===== config.mk =====
export PLATFORM = sky130hd
export DESIGN_NAME = packed_yuyv_to_rgb24
export DESIGN_NICKNAME = d
export VERILOG_FILES = /design/src/yuyv_pkg.sv /design/src/packed_yuyv_to_rgb24.sv /design/src/yuyv_chroma.sv /design/src/yuyv_lane.sv
export SDC_FILE = /design/constraint.sdc
export NUM_CORES = 1
export LEC_CHECK = 0
export ABC_AREA = 1
export BUFFER_PORTS_ARGS = -buffer_cell sky130_fd_sc_hd__buf_2
export CORE_UTILIZATION = 60
export CTS_CLUSTER_SIZE = 12
export DETAILED_ROUTE_END_ITERATION = 16
export PLACE_DENSITY = 0.79
export RECOVER_POWER = 50
export SLEW_MARGIN = 15
export SYNTH_ARGS = -nofsm -noshare
export SYNTH_HDL_FRONTEND = slang
export SYNTH_HIERARCHICAL = 1
export SYNTH_SLANG_ARGS = --single-unit

===== constraint.sdc =====
create_clock -name clk -period 6 [get_ports clk]
set_input_delay 1.2 -clock clk [delete_from_list [all_inputs] [get_ports clk]]
set_output_delay 1.2 -clock clk [all_outputs]
set_load 0.02 [all_outputs]

===== src/yuyv_pkg.sv =====
// Shared types, widths and constants for the packed YUYV to RGB24 converter.
// Used by yuyv_chroma, yuyv_lane and packed_yuyv_to_rgb24; no dependencies.
package yuyv_pkg;

  localparam int PIX_W  = 8;          // one sample / one color byte
  localparam int TERM_W = 10;         // signed chroma term, -227..225
  localparam int SUM_W  = 12;         // signed luma + term before clamp
  localparam int IN_W   = 4 * PIX_W;  // packed macropixel
  localparam int OUT_W  = 6 * PIX_W;  // two 24-bit pixels

  // Fixed-point chroma gains (Q8)
  localparam logic signed [TERM_W-1:0] K_RED  = 10'sd359;
  localparam logic signed [TERM_W-1:0] K_BLUE = 10'sd454;
  localparam logic signed [TERM_W-1:0] K_GV   = 10'sd183;
  localparam logic signed [TERM_W-1:0] K_GU   = 10'sd88;
  localparam logic [PIX_W-1:0]         CHROMA_BIAS = 8'd128;
  localparam logic [PIX_W-1:0]         PIX_MAX     = 8'd255;

  // Chroma terms shared by both pixels of a macropixel
  typedef struct packed {
    logic signed [TERM_W-1:0] red;
    logic signed [TERM_W-1:0] green;  // subtracted from luma
    logic signed [TERM_W-1:0] blue;
  } chroma_terms_t;

  // One converted pixel
  typedef struct packed {
    logic [PIX_W-1:0] red;
    logic [PIX_W-1:0] green;
    logic [PIX_W-1:0] blue;
  } rgb_pix_t;

  // Clamp a signed sum to 0..255
  function automatic logic [PIX_W-1:0] sat8(input logic signed [SUM_W-1:0] x);
    logic [PIX_W-1:0] res;
    if (x < 0) begin
      res = '0;
    end else if (x > $signed({{(SUM_W-PIX_W){1'b0}}, PIX_MAX})) begin
      res = PIX_MAX;
    end else begin
      res = x[PIX_W-1:0];
    end
    return res;
  endfunction

endpackage


===== src/packed_yuyv_to_rgb24.sv =====
// Packed YUYV 4:2:2 to RGB24/BGR24 converter, one macropixel per transaction.
// Registered stages from input transaction to out_tvalid: chroma multiply,
// pixel lanes, byte-order output register. Throughput: 1 macropixel/cycle while
// out_tready holds; each stage loads whenever the next one is empty or moving.
// Reset (rst_n low, synchronous): pipeline empties, blue_first returns to 0.
// Depends on yuyv_pkg, yuyv_chroma, yuyv_lane.
module packed_yuyv_to_rgb24 (
  input  logic                         clk,
  input  logic                         rst_n,
  // cfg: blue_first
  input  logic                         cfg_wr_en,
  input  logic                         cfg_wr_data,
  // in: [7:0] luma_first, [15:8] chroma_blue, [23:16] luma_second, [31:24] chroma_red
  input  logic                         in_tvalid,
  output logic                         in_tready,
  input  logic [yuyv_pkg::IN_W-1:0]    in_tdata,
  // out: [7:0] pixel_a_byte0, [15:8] pixel_a_byte1, [23:16] pixel_a_byte2,
  //      [31:24] pixel_b_byte0, [39:32] pixel_b_byte1, [47:40] pixel_b_byte2
  output logic                         out_tvalid,
  input  logic                         out_tready,
  output logic [yuyv_pkg::OUT_W-1:0]   out_tdata
);
  import yuyv_pkg::*;

  logic                 blue_first_r;
  logic                 s1_v_r;
  logic                 s2_v_r;
  logic                 out_v_r;
  logic                 out_adv;
  logic                 s2_adv;
  logic                 s1_adv;
  logic [PIX_W-1:0]     luma_a_r;
  logic [PIX_W-1:0]     luma_b_r;
  chroma_terms_t        terms;
  rgb_pix_t             pix_a;
  rgb_pix_t             pix_b;
  logic [OUT_W-1:0]     out_data_nxt;
  logic [OUT_W-1:0]     out_data_r;

  // Stage enables: a stage loads when the one after it is empty or moving
  assign out_adv   = !out_v_r || out_tready;
  assign s2_adv    = !s2_v_r  || out_adv;
  assign s1_adv    = !s1_v_r  || s2_adv;
  assign in_tready = s1_adv;

  // Configuration register
  always_ff @(posedge clk) begin
    if (!rst_n) begin
      blue_first_r <= 1'b0;
    end else if (cfg_wr_en) begin
      blue_first_r <= cfg_wr_data;
    end
  end

  // Valid bits
  always_ff @(posedge clk) begin
    if (!rst_n) begin
      s1_v_r  <= 1'b0;
      s2_v_r  <= 1'b0;
      out_v_r <= 1'b0;
    end else begin
      if (s1_adv)  s1_v_r  <= in_tvalid;
      if (s2_adv)  s2_v_r  <= s1_v_r;
      if (out_adv) out_v_r <= s2_v_r;
    end
  end

  // Stage 1: chroma terms plus delayed luma samples
  yuyv_chroma u_chroma (
    .clk         (clk),
    .en          (s1_adv),
    .chroma_blue (in_tdata[2*PIX_W-1:PIX_W]),
    .chroma_red  (in_tdata[4*PIX_W-1:3*PIX_W]),
    .terms       (terms)
  );

  always_ff @(posedge clk) begin
    if (s1_adv) begin
      luma_a_r <= in_tdata[PIX_W-1:0];
      luma_b_r <= in_tdata[3*PIX_W-1:2*PIX_W];
    end
  end

  // Stage 2: one lane per pixel
  yuyv_lane u_lane_a (
    .clk   (clk),
    .en    (s2_adv),
    .luma  (luma_a_r),
    .terms (terms),
    .pix   (pix_a)
  );

  yuyv_lane u_lane_b (
    .clk   (clk),
    .en    (s2_adv),
    .luma  (luma_b_r),
    .terms (terms),
    .pix   (pix_b)
  );

  // Merge: apply byte order and pack both pixels
  always_comb begin
    if (blue_first_r) begin
      out_data_nxt = {pix_b.red, pix_b.green, pix_b.blue,
                      pix_a.red, pix_a.green, pix_a.blue};
    end else begin
      out_data_nxt = {pix_b.blue, pix_b.green, pix_b.red,
                      pix_a.blue, pix_a.green, pix_a.red};
    end
  end

  always_ff @(posedge clk) begin
    if (out_adv) begin
      out_data_r <= out_data_nxt;
    end
  end

  assign out_tvalid = out_v_r;
  assign out_tdata  = out_data_r;

  // An accepted macropixel always lands in stage 1
  a_in_to_s1: assert property (@(posedge clk) disable iff (!rst_n)
    (in_tvalid && in_tready) |=> s1_v_r)
    else $error("accepted transaction missing from stage 1");

  // A full stage 2 moving forward always fills the output register
  a_s2_to_out: assert property (@(posedge clk) disable iff (!rst_n)
    (s2_v_r && out_adv) |=> out_v_r)
    else $error("lane result dropped before output register");

  // Reset empties the pipeline
  a_reset_empty: assert property (@(posedge clk)
    !rst_n |=> (!out_tvalid && !s1_v_r && !s2_v_r))
    else $error("pipeline not empty after reset");

endmodule


===== src/yuyv_chroma.sv =====
// Chroma term stage: constant multiplies of U and V, floored by an arithmetic
// shift of 8, registered. Depends on yuyv_pkg.
module yuyv_chroma (
  input  logic                          clk,
  input  logic                          en,
  input  logic [yuyv_pkg::PIX_W-1:0]    chroma_blue,
  input  logic [yuyv_pkg::PIX_W-1:0]    chroma_red,
  output yuyv_pkg::chroma_terms_t       terms
);
  import yuyv_pkg::*;

  localparam int PROD_W = PIX_W + 1 + TERM_W;

  logic signed [PIX_W:0]    u_c;
  logic signed [PIX_W:0]    v_c;
  logic signed [PROD_W-1:0] p_red;
  logic signed [PROD_W-1:0] p_blue;
  logic signed [PROD_W-1:0] p_gv;
  logic signed [PROD_W-1:0] p_gu;
  logic signed [TERM_W-1:0] t_gv;
  logic signed [TERM_W-1:0] t_gu;
  chroma_terms_t            terms_nxt;
  chroma_terms_t            terms_r;

  // Remove the offset-binary bias
  assign u_c = $signed({1'b0, chroma_blue}) - $signed({1'b0, CHROMA_BIAS});
  assign v_c = $signed({1'b0, chroma_red})  - $signed({1'b0, CHROMA_BIAS});

  // Constant products
  assign p_red  = PROD_W'(v_c) * PROD_W'(K_RED);
  assign p_blue = PROD_W'(u_c) * PROD_W'(K_BLUE);
  assign p_gv   = PROD_W'(v_c) * PROD_W'(K_GV);
  assign p_gu   = PROD_W'(u_c) * PROD_W'(K_GU);

  // Floor by >>> 8: the kept bits hold every reachable value
  assign t_gv = TERM_W'(p_gv >>> 8);
  assign t_gu = TERM_W'(p_gu >>> 8);

  always_comb begin
    terms_nxt.red   = TERM_W'(p_red >>> 8);
    terms_nxt.blue  = TERM_W'(p_blue >>> 8);
    terms_nxt.green = t_gv + t_gu;
  end

  always_ff @(posedge clk) begin
    if (en) begin
      terms_r <= terms_nxt;
    end
  end

  assign terms = terms_r;

endmodule


===== src/yuyv_lane.sv =====
// One pixel lane: adds the shared red and blue chroma terms to a luma sample,
// subtracts the green term, and clamps each channel to 0..255, registered. Depends on yuyv_pkg.
module yuyv_lane (
  input  logic                        clk,
  input  logic                        en,
  input  logic [yuyv_pkg::PIX_W-1:0]  luma,
  input  yuyv_pkg::chroma_terms_t     terms,
  output yuyv_pkg::rgb_pix_t          pix
);
  import yuyv_pkg::*;

  logic signed [SUM_W-1:0] y_s;
  logic signed [SUM_W-1:0] r_sum;
  logic signed [SUM_W-1:0] g_sum;
  logic signed [SUM_W-1:0] b_sum;
  rgb_pix_t                pix_nxt;
  rgb_pix_t                pix_r;

  assign y_s   = $signed({{(SUM_W-PIX_W){1'b0}}, luma});
  assign r_sum = y_s + SUM_W'(terms.red);
  assign g_sum = y_s - SUM_W'(terms.green);
  assign b_sum = y_s + SUM_W'(terms.blue);

  always_comb begin
    pix_nxt.red   = sat8(r_sum);
    pix_nxt.green = sat8(g_sum);
    pix_nxt.blue  = sat8(b_sum);
  end

  always_ff @(posedge clk) begin
    if (en) begin
      pix_r <= pix_nxt;
    end
  end

  assign pix = pix_r;

endmodule

## After elaboration in Yosys (flattened, before gate mapping)

Cells that the tools add are included.

| operators by class | value |
|---|---|
| add/sub/neg operators | 9 |
| $mul | 4 |
| magnitude comparators | 12 |
| muxes and demuxes | 7 |
| reductions and logical operators | 6 |

Operators with widths:

| kind | count |
|---|---|
| $gt A11 B9 Y1 const B | 6 |
| $lt A11 B1 Y1 const B | 6 |
| $mux W48 | 1 |
| $mux W8 | 6 |
| $add A9 B10 Y11 | 4 |
| $sub A9 B10 Y11 | 2 |
| $mul A9 B10 Y18 const B | 1 |
| $mul A9 B9 Y18 const B | 1 |
| $sub A8 B8 Y9 const B | 2 |
| $mul A9 B9 Y17 const B | 1 |
| $mul A9 B5 Y14 const B | 1 |
| $add A10 B10 Y10 | 1 |
| $logic_not A1 Y1 | 3 |
| $logic_or A1 B1 Y1 | 3 |

| word-level totals | value |
|---|---|
| bits in registers | 146 |
| input port bits | 38 |
| output and inout bits | 50 |

## Depth between registers and ports, before layout

| depth | value |
|---|---|
| depth after elaboration | 4 |
| mapped depth | 28 |

## By module

Netlist, hierarchy kept.

By module, submodules not included:

| module | instances | cells each | area an instance (um2) |
|---|---|---|---|
| yuyv_chroma | 1 | 759 | 6443.7 |
| yuyv_lane | 2 | 338 | 2356.0 |
| packed_yuyv_to_rgb24 | 1 | 169 | 2509.9 |

## Worst setup path after synthesis

Ideal clock, no wire load.

| timing path | value |
|---|---|
| path kind | input port to flip-flop |
| start | input in_tdata[31] in the netlist's numbering |
| end | register u_chroma.terms_r (netlist bit u_chroma/terms[17]) (data pin) |
| arrival | 5.308 ns |
| required time | 5.741 ns |
| path slack | 0.433 ns |
| stages on the path | 23 |
| buffers on the path | 1 |
| path through | buf_6 > inv_4 > ha_1 > xnor2_1 > fa_1 > fa_1 > fa_1 > inv_1 > ha_1 > nand2_1 > clkinv_1 > a21boi_1 > o21ai_1 > nand2_1 > nand2_2 > xor2_1 > ha_1 > a21oi_1 > nand2_1 > a21oi_1 > nor2_1 > nor2_1 > xnor2_1 |

RTL lines:

| what | RTL line | text |
|---|---|---|
| start, declared | packed_yuyv_to_rgb24.sv:16 | `input logic [yuyv_pkg::IN_W-1:0] in_tdata,` |
| end signal, assigned | yuyv_chroma.sv:47 | `terms_r <= terms_nxt;` |
| end, declared | yuyv_chroma.sv:23 | `chroma_terms_t terms_r;` |

==> summary.txt <==
Timing
  • Max Slew Vio Count: roughly 220
  • Worst setup margin: roughly 0.42 ns
  • Max Clk Rate: approximately 0.18 GHz
  • Minimum clock period: between 5 and 6 ns
  • Final period util: 0.9303
  • Worst-case hold slack: 0.4190 ns
  • Max-slew headroom: -0.6437
  • Worst Tran Pin Value: roughly 2.5 ns
  • RSZ-0062 raised after global routing: false
  • Clock skew: 0.01049 ns
  • Setup TNS: 0 ns
  • Endpoints failing setup: 0
  • Final hold viol count: 0

Logic synthesis
  • Avg Cell Area, Syn: 8.520 µm²
  • Yosys reg bits: between 100 and 150
  • Synth cell types: 42
  • Async set-reset flop share out of synthesis: 0
  • Post-Synthesis Cells: around 1,600
  • Syn. warnings: 6
  • Number of synthesized flops with an enable pin: approximately 140
  • Syn_nets: 1,900
  • Main synth FF type: edfxtp_1
  • Synthesized cell area: 13,670 µm²
  • Post-synthesis sequential area ratio: 0.3179

Global routing
  • First-pass GRT wire length: between 40 and 50 mm
  • Antenna violations before repair: 0
  • Vias in the first global route: 10,261
  • GRT Overall Usage: 0.2455
  • GRT overflow: 0
  • Pin count of the biggest net entering global routing: 66

Drt
  • Via density: ~5.2
  • DR pass1 iterations: 7
  • Wire per inst: roughly 14 µm
  • Drt total wl: roughly 27 mm
  • Routed Antenna Nets: 0
  • Initial DRC count: 605
  • DR vias: about 10,000
  • DR DRC count: 0

Floorplan
  • # IOs: a little under 90
  • Row Count: between 50 and 60
  • Die Span X: 152.9 µm
  • Core Box Area: about 22,000 µm²
  • Die H: roughly 150 µm
  • Initial Utilization: 0.6185
  • Die area: between 20,000 and 25,000 µm²

Critical path
  • CP Max Fanout: 6
  • CP required: between 6 and 7 ns
  • CP Capture Type: flip-flop
  • Crit path launch type: input pin
  • Crit Path Class: input pin to flip-flop
  • Largest stage delay on the critical path: between 0.5 and 0.6 ns
  • Kind of cell adding the most delay to the critical path: adder cells
  • CP bufs+invs: 4
  • CP max-delay cell: fa_1
  • Sequence of cells on the critical path: buf_2 > inv_1 > ha_1 > xnor2_1 > fa_1 > fa_1 > fa_1 > inv_1 > ha_1 > nand2_1 > clkinv_1 > nand3_1 > o21ai_1 > nand2_1 > nand2_2 > xor2_1 > ha_1 > a21oi_1 > nand2_1 > a21oi_1 > nor2_1 > nor2_1 > xnor2_1
  • Crit path DAT: 5.75 ns

Final layout
  • Final core occ: 0.6778
  • P&R area growth vs syn: 9.577%
  • Most common cell after layout, fill and taps aside: inv_1
  • Layout cells sized above 1: 0.1012
  • # fillers: 1,767
  • Final Instance Area: 14,970 µm²
  • Most frequent cells in the layout: 335 x inv_1, 327 x nand2_1, 194 x ha_1
  • NumNets Final: about 2,000
  • Number of diodes: 0

Run status
  • Outcome: finished, violations left
  • Failing checks: capacitance limit, slew limit

Hold path
  • Hold Path Class: flip-flop to flip-flop

Clocking
  • CTS root buffer: clkbuf_16
  • CTS buffer count: 17
  • Clock Latency Late Sink: about 0.42 ns
  • H-tree levels: 4
  • Resized cells post-CTS: 0
  • Num Clock Sinks: 146
  • Cts hold-fix bufs: 0
  • Setup Buffers After CTS: 0
  • TritonCTS clock tree: built
  • CTS max path bufs: 2
  • Clk slew on worst S/H paths: ~0.060 ns

Placement
  • Final HPWL DP: about 22 mm
  • Area after DPL: between 10,000 and 15,000 µm²
  • Dpl ws: 0.05774 ns
  • Number of buffers added on ports: 87
  • Gpl congestion: between 0.9 and 1

Power
  • Leakage power: around 7.8 nW
  • Worst vdd ir: 288.4 µV
  • Power density cells: slightly above 500 nW/µm²

Flow run
  • Max cap viols: 4
==> routing by layer <==
layer,GRT usage,vias to the layer above,share of wire
met5,0,-,0
met4,0.1231,0,0.040
met3,0.03487,78,0.043
met2,0.4207,283,0.47
met1,0.3038,4696,0.44
li1,-,5326,-
==> where the power goes <==
group / switching (W) / total, W / internal [W]
sequential: 0.000231 / 0.00203 / 0.00180
combinational: 0.00280 / 0.00446 / 0.00166
clock: 0.000419 / 0.00104 / 0.000620
==> sequential cells by signal, summed over array words and instances, names as in the netlist <==
| signal | count |
|---|---|
| luma_a_r | 8 |
| u_lane_a/pix | 24 |
| luma_b_r | 8 |
| u_lane_b/pix | 24 |
| out_tvalid | 1 |
| u_chroma/terms | 30 |
| s2_v_r | 1 |
| out_tdata | 48 |
| s1_v_r | 1 |
| blue_first_r | 1 |
==> stage by stage <==
step	instances	power (W)
3_3_place_gp	1967	0.006310
6_report	1999	0.007535
3_5_place_dp	1967	0.006444
4_1_cts	1999	0.007530
5_1_grt	1999	0.008243
2_1_floorplan	1604	0.005410
==> synthesized netlist by cell type (3+ instances only) <==
library cell	instances	share of area
clkbuf_1	3	0.00082
o21bai_1	7	0.0038
inv_1	335	0.092
nand2_2	25	0.011
buf_6	7	0.0058
nor2_2	4	0.0018
a21o_1	5	0.0027
fa_1	64	0.094
nor3_1	6	0.0022
ha_1	194	0.18
or2_1	3	0.0014
nand4_1	13	0.0060
a211oi_1	3	0.0016
o21ai_1	6	0.0022
nor2_1	124	0.034
a21oi_2	13	0.0083
nand3_1	105	0.038
xnor2_1	30	0.019
nand3_2	5	0.0037
nand3b_1	7	0.0038
edfxtp_1	142	0.31
xor2_1	48	0.031
a21oi_1	68	0.025
nand2_1	327	0.090
dfxtp_1	4	0.0059
o21ai_0	31	0.011
inv_2	5	0.0014
==> kinds of logic after synthesis <==
logic type	synth area share
AO/OA/AOI/OAI	0.06043
XOR/XNOR	0.04999
adder cells (fa/ha/maj)	0.2714
buffers and inverters	0.1013
flip-flops	0.3179
AND/OR/NAND/NOR	0.1990
==> path summary, 6_finish.rpt <==
check	from	endpoint	slack [ns]	depth (start not counted)
max	in_tdata[30]	u_chroma/terms[17]$_DFFE_PP_	0.42	23
min	u_lane_a/pix[8]$_SDFFCE_PN0P_	out_tdata[8]$_DFFE_PP_	0.42	0
max reg2reg	out_tvalid$_SDFFE_PN0P_	u_lane_b/pix[16]$_SDFFCE_PN0P_	3.31	1
min reg2reg	u_lane_a/pix[8]$_SDFFCE_PN0P_	out_tdata[8]$_DFFE_PP_	0.42	0
==> layout make-up <==
class,instances,area (µm²),share of cell area
multi-input cells,1105,7938,0.5301
repair buffers,94,470.5,0.03142
clock buffers,19,432.9,0.02891
flip-flops and latches,146,4344,0.2901
clock inverters,13,152.6,0.01019
inverters,342,1286,0.08590
well taps,280,350.3,0.02340
Power figures use the tool's default switching activity.
